[config.mk]
export PLATFORM = sky130hd
export DESIGN_NAME = lcd_segment_serial_writer_top_flat
export DESIGN_NICKNAME = d
export VERILOG_FILES = /design/src/design/lsw_pkg.sv /design/src/design/lsw_if.sv /design/src/design/lsw_front.sv /design/src/design/lsw_queue.sv /design/src/design/lsw_back.sv /design/src/design/lcd_segment_serial_writer_top.sv /design/src/flat_wrapper.sv
export SDC_FILE = /design/constraint.sdc
export NUM_CORES = 1
export LEC_CHECK = 0
export BUFFER_PORTS_ARGS = -buffer_cell sky130_fd_sc_hd__buf_2
export CORE_ASPECT_RATIO = 0.5
export CORE_MARGIN = 2
export CORE_UTILIZATION = 45
export CTS_BUF_LIST = sky130_fd_sc_hd__clkbuf_4 sky130_fd_sc_hd__clkbuf_8
export CTS_CLUSTER_DIAMETER = 30
export DETAILED_ROUTE_END_ITERATION = 8
export PLACE_DENSITY = 0.72
export SYNTH_ARGS = -nofsm -noshare
export SYNTH_HDL_FRONTEND = slang
export SYNTH_HIERARCHICAL = 1
export SYNTH_SLANG_ARGS = --single-unit
[constraint.sdc]
create_clock -name clk -period 2.5 [get_ports clk]
set_input_delay 0.375 -clock clk [delete_from_list [all_inputs] [get_ports clk]]
set_output_delay 0.375 -clock clk [all_outputs]
set_load 0.005 [all_outputs]
[src/design/lsw_pkg.sv]
// shared types, codes and sizes for the lcd segment serial writer
// no dependencies; every other file imports this package
package lsw_pkg;

  localparam int KIND_W    = 3;
  localparam int VALUE_W   = 8;
  localparam int SHIFT_W   = 9;
  localparam int COUNT_W   = 4;
  localparam int QDEPTH    = 2;
  localparam int QPTR_W    = $clog2(QDEPTH);
  localparam int QCNT_W    = $clog2(QDEPTH + 1);

  typedef enum logic [KIND_W-1:0] {
    KIND_OPEN    = 3'd0,
    KIND_COMMAND = 3'd1,
    KIND_ADDRESS = 3'd2,
    KIND_DATA    = 3'd3,
    KIND_NIBBLE  = 3'd4,
    KIND_CLOSE   = 3'd5
  } kind_t;

  // one classified item, as queued between front and back
  typedef struct packed {
    logic               pre_release;  // release rel_chip before anything else
    logic               rel_chip;
    logic               select;       // assert select of chip
    logic               close;        // release chip after the bits
    logic               chip;
    logic               level;        // select_active carried by strobed bits
    logic [SHIFT_W-1:0] bits;         // msb first, left aligned
    logic [COUNT_W-1:0] count;
  } desc_t;

endpackage

[src/design/lsw_if.sv]
// valid/ready channel interfaces for input items and result words
// depends on lsw_pkg
interface lsw_in_if;
  import lsw_pkg::*;
  logic               valid;
  logic               ready;
  logic [KIND_W-1:0]  kind;
  logic               chip;
  logic               mode_bit;
  logic [VALUE_W-1:0] value;

  modport source (output valid, kind, chip, mode_bit, value, input ready);
  modport sink   (input valid, kind, chip, mode_bit, value, output ready);
endinterface

interface lsw_out_if;
  logic valid;
  logic ready;
  logic chip_out;
  logic select_active;
  logic strobe_res;
  logic data_bit;
  logic last;

  modport source (output valid, chip_out, select_active, strobe_res, data_bit, last,
                  input ready);
  modport sink   (input valid, chip_out, select_active, strobe_res, data_bit, last,
                  output ready);
endinterface

[src/design/lsw_front.sv]
// front end: accepts items, tracks frame state, builds descriptors
// depends on lsw_pkg and lsw_in_if
module lsw_front (
  input  logic            clk,
  input  logic            rst,
  lsw_in_if.sink          item,
  output logic            push,
  output lsw_pkg::desc_t  push_desc,
  input  logic            push_ready
);
  import lsw_pkg::*;

  logic  frame_open;
  logic  active_chip;
  logic  frame_open_next;
  logic  active_chip_next;
  logic  known;
  desc_t d;
  logic  take;

  assign item.ready = push_ready;
  assign take       = item.valid && item.ready;

  always_comb begin
    d                = '0;
    d.rel_chip       = active_chip;
    d.chip           = active_chip;
    d.level          = frame_open;
    known            = 1'b1;
    frame_open_next  = frame_open;
    active_chip_next = active_chip;
    case (kind_t'(item.kind))
      KIND_OPEN: begin
        d.pre_release    = frame_open;
        d.select         = 1'b1;
        d.chip           = item.chip;
        d.level          = 1'b1;
        d.bits           = {1'b1, 1'b0, item.mode_bit, 6'b0};
        d.count          = COUNT_W'(3);
        frame_open_next  = 1'b1;
        active_chip_next = item.chip;
      end
      KIND_COMMAND: begin
        d.bits  = {item.value, 1'b0};
        d.count = COUNT_W'(9);
      end
      KIND_ADDRESS: begin
        d.bits  = {item.value[5:0], 3'b0};
        d.count = COUNT_W'(7);
      end
      KIND_DATA: begin
        d.bits  = {item.value, 1'b0};
        d.count = COUNT_W'(8);
      end
      KIND_NIBBLE: begin
        d.bits  = {item.value[3:0], 5'b0};
        d.count = COUNT_W'(4);
      end
      KIND_CLOSE: begin
        d.close         = 1'b1;
        frame_open_next = 1'b0;
      end
      default: known = 1'b0;
    endcase
  end

  // unused kinds are taken and dropped
  assign push      = take && known;
  assign push_desc = d;

  always_ff @(posedge clk) begin
    if (rst) begin
      frame_open  <= 1'b0;
      active_chip <= 1'b0;
    end else if (take) begin
      frame_open  <= frame_open_next;
      active_chip <= active_chip_next;
    end
  end

endmodule

[src/design/lsw_queue.sv]
// short descriptor queue between front and back
// depends on lsw_pkg
module lsw_queue (
  input  logic            clk,
  input  logic            rst,
  input  logic            push,
  input  lsw_pkg::desc_t  push_desc,
  output logic            push_ready,
  input  logic            pop,
  output lsw_pkg::desc_t  pop_desc,
  output logic            pop_valid
);
  import lsw_pkg::*;

  desc_t             slots [QDEPTH];
  logic [QPTR_W-1:0] wr_ptr;
  logic [QPTR_W-1:0] rd_ptr;
  logic [QCNT_W-1:0] fill;
  logic              do_push;
  logic              do_pop;

  assign push_ready = (fill != QCNT_W'(QDEPTH));
  assign pop_valid  = (fill != '0);
  assign pop_desc   = slots[rd_ptr];
  assign do_push    = push && push_ready;
  assign do_pop     = pop && pop_valid;

  function automatic logic [QPTR_W-1:0] bump(input logic [QPTR_W-1:0] p);
    if (p == QPTR_W'(QDEPTH - 1)) begin
      return '0;
    end
    return p + QPTR_W'(1);
  endfunction

  always_ff @(posedge clk) begin
    if (do_push) begin
      slots[wr_ptr] <= push_desc;
    end
  end

  always_ff @(posedge clk) begin
    if (rst) begin
      wr_ptr <= '0;
      rd_ptr <= '0;
      fill   <= '0;
    end else begin
      if (do_push) wr_ptr <= bump(wr_ptr);
      if (do_pop)  rd_ptr <= bump(rd_ptr);
      if (do_push && !do_pop) begin
        fill <= fill + QCNT_W'(1);
      end else if (do_pop && !do_push) begin
        fill <= fill - QCNT_W'(1);
      end
    end
  end

endmodule

[src/design/lsw_back.sv]
// back end: steps through one descriptor, one result word per cycle while the output is not stalled
// depends on lsw_pkg and lsw_out_if
module lsw_back (
  input  logic            clk,
  input  logic            rst,
  input  logic            desc_valid,
  input  lsw_pkg::desc_t  desc,
  output logic            desc_pop,
  lsw_out_if.source       result
);
  import lsw_pkg::*;

  logic               pend_pre;
  logic               pend_sel;
  logic               pend_close;
  logic [COUNT_W-1:0] count;
  logic [SHIFT_W-1:0] shreg;
  logic               chip;
  logic               rel_chip;
  logic               level;

  logic               pend_pre_next;
  logic               pend_sel_next;
  logic               pend_close_next;
  logic [COUNT_W-1:0] count_next;
  logic [SHIFT_W-1:0] shreg_next;
  logic               r_chip;
  logic               r_sel;
  logic               r_strobe;
  logic               r_bit;
  logic               busy;
  logic               emit;

  assign busy     = pend_pre || pend_sel || pend_close || (count != '0);
  assign emit     = busy && (!result.valid || result.ready);
  assign desc_pop = !busy && desc_valid;

  // priority: release old chip, select, data bits, close
  always_comb begin
    pend_pre_next   = pend_pre;
    pend_sel_next   = pend_sel;
    pend_close_next = pend_close;
    count_next      = count;
    shreg_next      = shreg;
    r_chip          = chip;
    r_sel           = 1'b0;
    r_strobe        = 1'b0;
    r_bit           = 1'b0;
    if (pend_pre) begin
      r_chip        = rel_chip;
      pend_pre_next = 1'b0;
    end else if (pend_sel) begin
      r_sel         = 1'b1;
      pend_sel_next = 1'b0;
    end else if (count != '0) begin
      r_sel      = level;
      r_strobe   = 1'b1;
      r_bit      = shreg[SHIFT_W-1];
      shreg_next = {shreg[SHIFT_W-2:0], 1'b0};
      count_next = count - COUNT_W'(1);
    end else begin
      pend_close_next = 1'b0;
    end
  end

  always_ff @(posedge clk) begin
    if (rst) begin
      pend_pre     <= 1'b0;
      pend_sel     <= 1'b0;
      pend_close   <= 1'b0;
      count        <= '0;
      result.valid <= 1'b0;
    end else begin
      if (desc_pop) begin
        pend_pre   <= desc.pre_release;
        pend_sel   <= desc.select;
        pend_close <= desc.close;
        count      <= desc.count;
        shreg      <= desc.bits;
        chip       <= desc.chip;
        rel_chip   <= desc.rel_chip;
        level      <= desc.level;
      end else if (emit) begin
        pend_pre   <= pend_pre_next;
        pend_sel   <= pend_sel_next;
        pend_close <= pend_close_next;
        count      <= count_next;
        shreg      <= shreg_next;
      end
      if (emit) begin
        result.valid         <= 1'b1;
        result.chip_out      <= r_chip;
        result.select_active <= r_sel;
        result.strobe_res    <= r_strobe;
        result.data_bit      <= r_bit;
        result.last          <= !(pend_pre_next || pend_sel_next || pend_close_next
                                  || (count_next != '0));
      end else if (result.ready) begin
        result.valid <= 1'b0;
      end
    end
  end

endmodule

[src/design/lcd_segment_serial_writer_top.sv]
// top level of the lcd segment serial writer
// depends on lsw_pkg, lsw_if, lsw_front, lsw_queue, lsw_back
//
// Turns frame-level words (open, command, address, data byte, nibble, close)
// for a three-wire segment lcd controller with two chip selects into result
// words, one per select change or strobed data bit, msb first. Open gives
// 4 results (5 when a frame was already open), command 9, address 7, data
// byte 8, nibble 4, close 1; kinds 6 and 7 are taken and give nothing. The
// back end makes one result word per cycle while the output is not stalled,
// and loads the next descriptor from the two-entry queue only once it has
// finished the last one. The front end keeps the open flag and the active
// chip and keeps taking words while the back end is still shifting, until
// the queue is full. Results sit in an output register and are held while
// ready is low.
module lcd_segment_serial_writer_top (
  input  logic       clk,
  input  logic       rst,
  lsw_in_if.sink     item,
  lsw_out_if.source  result
);
  import lsw_pkg::*;

  // front to queue
  logic  push;
  logic  push_ready;
  desc_t push_desc;

  // queue to back
  logic  pop;
  logic  pop_valid;
  desc_t pop_desc;

  // classify each word and track frame state
  lsw_front u_front (
    .clk        (clk),
    .rst        (rst),
    .item       (item),
    .push       (push),
    .push_desc  (push_desc),
    .push_ready (push_ready)
  );

  // decouples the front from a stalled result side
  lsw_queue u_queue (
    .clk        (clk),
    .rst        (rst),
    .push       (push),
    .push_desc  (push_desc),
    .push_ready (push_ready),
    .pop        (pop),
    .pop_desc   (pop_desc),
    .pop_valid  (pop_valid)
  );

  // serializer and output register
  lsw_back u_back (
    .clk        (clk),
    .rst        (rst),
    .desc_valid (pop_valid),
    .desc       (pop_desc),
    .desc_pop   (pop),
    .result     (result)
  );

endmodule

[src/flat_wrapper.sv]
// flat-port wrapper written by rule: the top's interface ports become plain ports
module lcd_segment_serial_writer_top_flat import lsw_pkg::*;
  (clk, rst, item_valid, item_kind, item_chip, item_mode_bit, item_value, item_ready, result_valid, result_chip_out, result_select_active, result_strobe_res, result_data_bit, result_last, result_ready);
  lsw_in_if item_i ();
  lsw_out_if result_i ();
  input  logic clk;
  input  logic rst;
  input wire logic [$bits(item_i.valid)-1:0] item_valid;
  input wire logic [$bits(item_i.kind)-1:0] item_kind;
  input wire logic [$bits(item_i.chip)-1:0] item_chip;
  input wire logic [$bits(item_i.mode_bit)-1:0] item_mode_bit;
  input wire logic [$bits(item_i.value)-1:0] item_value;
  output wire logic [$bits(item_i.ready)-1:0] item_ready;
  output wire logic [$bits(result_i.valid)-1:0] result_valid;
  output wire logic [$bits(result_i.chip_out)-1:0] result_chip_out;
  output wire logic [$bits(result_i.select_active)-1:0] result_select_active;
  output wire logic [$bits(result_i.strobe_res)-1:0] result_strobe_res;
  output wire logic [$bits(result_i.data_bit)-1:0] result_data_bit;
  output wire logic [$bits(result_i.last)-1:0] result_last;
  input wire logic [$bits(result_i.ready)-1:0] result_ready;
  assign item_i.valid = item_valid;
  assign item_i.kind = item_kind;
  assign item_i.chip = item_chip;
  assign item_i.mode_bit = item_mode_bit;
  assign item_i.value = item_value;
  assign item_ready = item_i.ready;
  assign result_valid = result_i.valid;
  assign result_chip_out = result_i.chip_out;
  assign result_select_active = result_i.select_active;
  assign result_strobe_res = result_i.strobe_res;
  assign result_data_bit = result_i.data_bit;
  assign result_last = result_i.last;
  assign result_i.ready = result_ready;
  lcd_segment_serial_writer_top u_core (.clk(clk), .rst(rst), .item(item_i), .result(result_i));
endmodule
# Word-level counts from Yosys, hierarchy flattened
# Memories as Yosys holds them, arrays and structs flattened. A register that Yosys moved wholly into a read port is not among the register bits.
# Index checks and enable logic that the tools add are counted.
dict set report totals {
  ff_bits 31
  latchBits 0
  mem_bits_rw 38
  rom_bits 0
  in_bits 17
  out_inout_bits 7
  n_memories 1
}
dict set report classes {
  n_addsub 5
  mul 0
  div_mod_pow 0
  magnitude_cmp 0
  eq_ne 8
  n_shift 0
  mux 49
  n_bitwise 2
  reduce_logical 36
}
# memory depth word_bits read_ports rd_ports_with_merged_regs wr line
set memory_table {}
lappend memory_table {u_core.u_queue.slots 2 19 1 1 1 lsw_queue.sv:15} ;# desc_t slots [QDEPTH];
# op count
set op_table {}
lappend op_table {{$pmux 13 s5} 1}
lappend op_table {{$mux 9} 5}
lappend op_table {{$mux 1} 34}
lappend op_table {{$mux 4} 5}
lappend op_table {{$reduce_bool 2->1} 6}
lappend op_table {{$logic_and 1x1->1} 8}
lappend op_table {{$reduce_and 2->1} 4}
lappend op_table {{$reduce_bool 4->1} 2}
lappend op_table {{$eq 3x2->1 const B} 2}
lappend op_table {{$eq 3x3->1 const B} 2}
lappend op_table {{$logic_or 1x1->1} 6}
lappend op_table {{$mux 2} 3}
lappend op_table {{$reduce_or 6->1} 1}
lappend op_table {{$logic_not 1->1} 5}
lappend op_table {{$reduce_and 5->1} 1}
lappend op_table {{$ne 2x1->1 const B} 2}
lappend op_table {{$sub 4x1->4 const B} 1}
lappend op_table {{$eq 3x1->1 const B} 1}
lappend op_table {{$logic_not 3->1} 1}
lappend op_table {{$reduce_or 3->1} 1}
lappend op_table {{$add 1x1->1 const B} 2}
lappend op_table {{$add 2x1->2 const B} 1}
lappend op_table {{$ne 2x2->1 const B} 1}
lappend op_table {{$not 1->1} 2}
lappend op_table {{other kinds (3)} 3}

# Longest topological paths before layout
dict set report depth {
  ltp_word 11
  depth_mapped 11
}

# Modules after synthesis
# The synthesis kept the hierarchy.
# mod instances cells_each area_each_um2 seq_area_each_um2
set modules_own_cells {}
lappend modules_own_cells {lsw_queue 1 83 1590.3 1241.2}
lappend modules_own_cells {lsw_back 1 96 1186.1 670.6}
lappend modules_own_cells {lsw_front 1 54 384.1 40.0}

# Worst setup path after synthesis
# No wires, ideal clock.
dict set report synth_path {
  path_type {register to register}
  start {register u_core.u_back.count[0]}
  end {register u_core.u_queue.fill[1]}
  arrival_time_ns 2.215
  required_time_ns 2.430
  path_slack_ns 0.215
  stages_incl_launch_ff 11
  n_path_buf 1
  synth_period_minus_slack_ns 2.285
  path_cell_list {dfxtp_1 > inv_1 > ha_1 > nor2b_1 > nand3_1 > inv_2 > buf_6 > o21ai_0 > ha_1 > or3_1 > a21oi_1}
}
dict set report synth_between {
  elab_chain_len 8
  word_cells_on_any_way 10
  classes_between {1 x mux; 9 x reduce/logical}
}
# element line
set synth_lines {}
lappend synth_lines {{from (decl)} lsw_back.sv:16} ;# logic [COUNT_W-1:0] count;
lappend synth_lines {{from (signal assigned)} lsw_back.sv:78} ;# count <= desc.count;
lappend synth_lines {{from (signal assigned)} lsw_back.sv:87} ;# count <= count_next;
lappend synth_lines {{$reduce_bool 4->1 (*)} lsw_back.sv:34} ;# assign busy = pend_pre || pend_sel || pend_close || (count != '0);
lappend synth_lines {{$logic_or 1x1->1 (*)} lsw_back.sv:34}
lappend synth_lines {{$logic_not 1->1 (*)} lsw_back.sv:36} ;# assign desc_pop = !busy && desc_valid;
lappend synth_lines {{$logic_and 1x1->1 (*)} lsw_back.sv:36}
lappend synth_lines {{named net u_core.pop} lcd_segment_serial_writer_top.sv:29} ;# logic pop;
lappend synth_lines {{$logic_and 1x1->1 (*)} lsw_queue.sv:26} ;# assign do_pop = pop && pop_valid;
lappend synth_lines {{$logic_not 1->1} lsw_queue.sv:49} ;# if (do_push && !do_pop) begin
lappend synth_lines {{$logic_and 1x1->1} lsw_queue.sv:49}
lappend synth_lines {{$mux 2 / $reduce_bool 2->1 (equally long branches)} n/a}
lappend synth_lines {{to (signal assigned)} lsw_queue.sv:50} ;# fill <= fill + QCNT_W'(1);
lappend synth_lines {{to (signal assigned)} lsw_queue.sv:52} ;# fill <= fill - QCNT_W'(1);
lappend synth_lines {{to (decl)} lsw_queue.sv:18} ;# logic [QCNT_W-1:0] fill;
# The timed path passes the listed nets; every way through them passes the cells marked *.
# A chain may end at the register's enable or synchronous reset.

# Worst setup path in the final report
# Ends and elaborated chain as after synthesis.

==> summary.txt <==
Logic synthesis
  – Cell area after synthesis: 3160 sq um
  – Top_reg_cell synth: edfxtp_1
  – FF+latch count, synth: 70
  – Post-synth top area share: 0.523
  – Post-synthesis sequential area ratio: 0.618
  – Ranking of synthesized cells by area: edfxtp_1 (52%), mux2_2 (10%), dfxtp_1 (9.5%)
  – EDFF count, synth: 55
  – Post-synthesis average cell area: 13.6 sq um
  – Async set-reset flop share out of synthesis: 0
  – Synth Instances: 233
  – Cell taking the most area after synthesis: edfxtp_1
  – Ys Warns: 6
  – Yosys cell types: 52
  – Mapped Nets: 252

Job
  – Max-cap violations: 0

Global route
  – Met3 GRT Util: 0.0353
  – Vias in the first global route: 1895
  – Grt met1 use: 0.213
  – Largest net degree at the start of global routing: 20
  – GR Util met2: 0.244
  – Total global routing overflow: 0
  – Initial antenna violation count: 0
  – First-pass GRT wire length: 9080 um
  – GRT Total Usage: 0.154
  – Gr busiest metal: met2

Clocking
  – Post-CTS Setup Bufs: 0
  – Clk root buf: clkbuf_8
  – Clk slew on worst S/H paths: 70 ps
  – Hold buffers post-CTS: 0
  – CTS tree: built
  – Worst skew pair latency: 320 ps
  – Num CTS Buffers: 9
  – CTS sink cnt: 70
  – Clock tree buffer depth: 2
  – H-tree depth: 3

Layout
  – Share of cells above drive strength 1: 0.347
  – Nets@finish: 282
  – Area of the multi-input gates: 1090 sq um
  – Fillcell total: 563
  – Syn-to-layout area delta: 12.8%
  – Reg area: 1950 sq um
  – Ant diodes: 0

Die
  – Initial core utilization: 0.468
  – I/O Pins: 24
  – Die Span X: 123 um
  – Core Region: 6750 sq um
  – Die Y: 63.3 um
  – # rows: 21
  – Full die area: 7750 sq um

Setup path
  – CP endpoint kind: flip-flop
  – Worst reg2reg setup slack: 250 ps
  – Critical path cell sequence: inv_1 -> ha_1 -> nor2b_2 -> nand3_1 -> inv_2 -> o21ai_0 -> ha_1 -> or3_1 -> a21oi_1
  – Max incr delay on CP: 360 ps
  – WP data required: 2760 ps
  – CP max FO: 5
  – CP most frequent cell: ha_1
  – Critical Path Start Type: flip-flop
  – WP data arrival: 2510 ps
  – Critical path class: flip-flop to flip-flop
  – Highest-delay cell along the critical path: ha_1

Timing
  – Minimum clock period: 2250 ps
  – Slew HR: 0.491
  – Setup Skew: 8.39 ps
  – Setup-failing EPs final: 0
  – RSZ-0062 raised after global routing: false
  – Final-report max-slew violation count: 0
  – Period utilisation layout: 0.902
  – Fmax: 444 MHz
  – Setup TNS: 0 ps
  – Slew @ Worst Pin: 763 ps
  – Final Hold Viols: 0

Power and ir drop
  – Peak VDD IR: 0.000339 V
  – Pleak: 1.33 nW
  – Pwr Density: 1160 nW/um^2
  – Design Power: 4.14 mW

Routing
  – Wire per inst: 15.3 um
  – DRC Markers: 0
  – Routed vias: 1852
  – Final wirelength: 5510 um
  – Via density: 5.14
  – Antenna-violating nets left: 0
  – Initial DRC Count: 138
  – First drt pass iteration count: 4

Hold path
  – HP Class: primary input to flip-flop

Place
  – Placer Congestion: 0.834
  – Port bufs: 23
  – Post-DP HPWL: 3860 um

Status
  – Status: completed
## worst max-delay path: cells and delay by family, from the launching register on
kind	cells	cell delay [ps]
AOI/OAI and AO/OA	2	280
buffers and inverters	2	180
adders and majority gates	2	560
and+or+nand+nor	3	820
DFF	1	340
## flip-flops by register name (all words and copies together) (netlist names), 2 cells and up, named ones only
| register | count |
|---|---|
| u_core/u_queue/slots | 38 |
| u_core/u_queue/fill | 2 |
| u_core/u_back/count | 4 |
| u_core/u_back/shreg | 9 |
## final cells by class
type	count	area share
clock buffer	10	0.0369
clock inverter	6	0.0197
inverter	7	0.00737
multi-input combinational	144	0.307
sequential	70	0.548
tap	92	0.0323
timing repair buffer	31	0.0491
## cells in the final DEF (no fill, tap or decap), types with 3 or more instances in the layout
cell / count
nor2b_1: 3
and2b_1: 4
or2_2: 3
and2_1: 5
inv_1: 6
a21oi_1: 12
edfxtp_1: 55
buf_2: 23
mux2_2: 28
dfxtp_1: 15
nand2_1: 8
nor2_1: 16
mux2i_1: 5
a31oi_1: 3
nand3_1: 3
a22oi_1: 5
o21ai_0: 10
clkbuf_8: 9
xor2_1: 3
buf_4: 8
clkinv_4: 3
## layer usage
metal	vias to the layer above	wire, um	part of all wire
met5	-	0	0
met4	0	27	0.0049
met3	2	285	0.052
met2	56	2550	0.46
met1	871	2650	0.48
li1	923	-	-
## through the flow
| step | util | worst slack, ps | cells | hold slack [ps] | instance area (sq um) |
|---|---|---|---|---|---|
| floorplan | - | 215 | 233 | 444 | 3160 |
| global placement | 0.498 | 304 | 344 | 476 | 3360 |
| detailed placement | 0.498 | 141 | 344 | 495 | 3360 |
| CTS | 0.528 | 114 | 360 | 344 | 3560 |
| global route | 0.528 | 121 | 360 | 345 | 3560 |
| finish | 0.528 | 246 | 360 | 354 | 3560 |
## where the power goes
| group | switching [mW] | leakage [nW] | internal, mW |
|---|---|---|---|
| sequential | 0.174 | 0.640 | 1.67 |
| combinational | 0.716 | 0.587 | 0.695 |
| clock | 0.413 | 0.104 | 0.479 |
| total | 1.30 | 1.33 | 2.84 |
## logic make-up (layout without fill, tap and decap cells)
| group | count (synthesis) | count (layout) | share of synthesized area |
|---|---|---|---|
| flip-flops | 70 | 70 | 0.618 |
| AND/OR/NAND/NOR | 62 | 62 | 0.119 |
| AO/OA/AOI/OAI | 40 | 40 | 0.0827 |
| multiplexers | 35 | 35 | 0.124 |
| buffers and inverters | 19 | 54 | 0.0368 |
| XOR/XNOR | 4 | 4 | 0.0111 |
| adder cells (fa/ha/maj) | 2 | 2 | 0.00792 |
| other | 1 | 1 | 0.00119 |
## path summary, 6_finish.rpt
| check | startpoint | endpoint | depth (start not counted) |
|---|---|---|---|
| worst max register to register | u_core/u_back/count[0]$_SDFFE_PP0N_ | u_core/u_queue/fill[1]$_SDFFE_PP0P_ | 9 |
| worst min-delay path | item_valid | u_core/u_front/frame_open$_SDFFE_PP0P_ | 3 |
| worst min register to register | u_core/u_front/frame_open$_SDFFE_PP0P_ | u_core/u_front/frame_open$_SDFFE_PP0P_ | 2 |
| worst max-delay path | u_core/u_back/count[0]$_SDFFE_PP0N_ | u_core/u_queue/fill[1]$_SDFFE_PP0P_ | 9 |
## synthesized netlist by cell type, types with 2 or more instances
master	number
and3_2	2
nor2_1	16
and2_1	5
nand3_1	3
dfxtp_1	15
mux2_2	28
nand3b_1	2
edfxtp_1	55
ha_1	2
mux2i_1	5
o21ai_0	10
buf_4	5
buf_2	3
and3_1	2
buf_6	3
a21oi_1	12
and2b_1	4
inv_1	6
a31oi_1	3
nand2_1	8
xor2_1	3
nor2b_1	4
a22oi_1	5
or2_2	3
nand2b_1	2
## repair_timing
action	in CTS	in global routing
hold endpoints to repair	0	0
gates resized for setup	0	1
setup endpoints to repair	0	1
No activity file was read; power rests on OpenSTA's default activity.
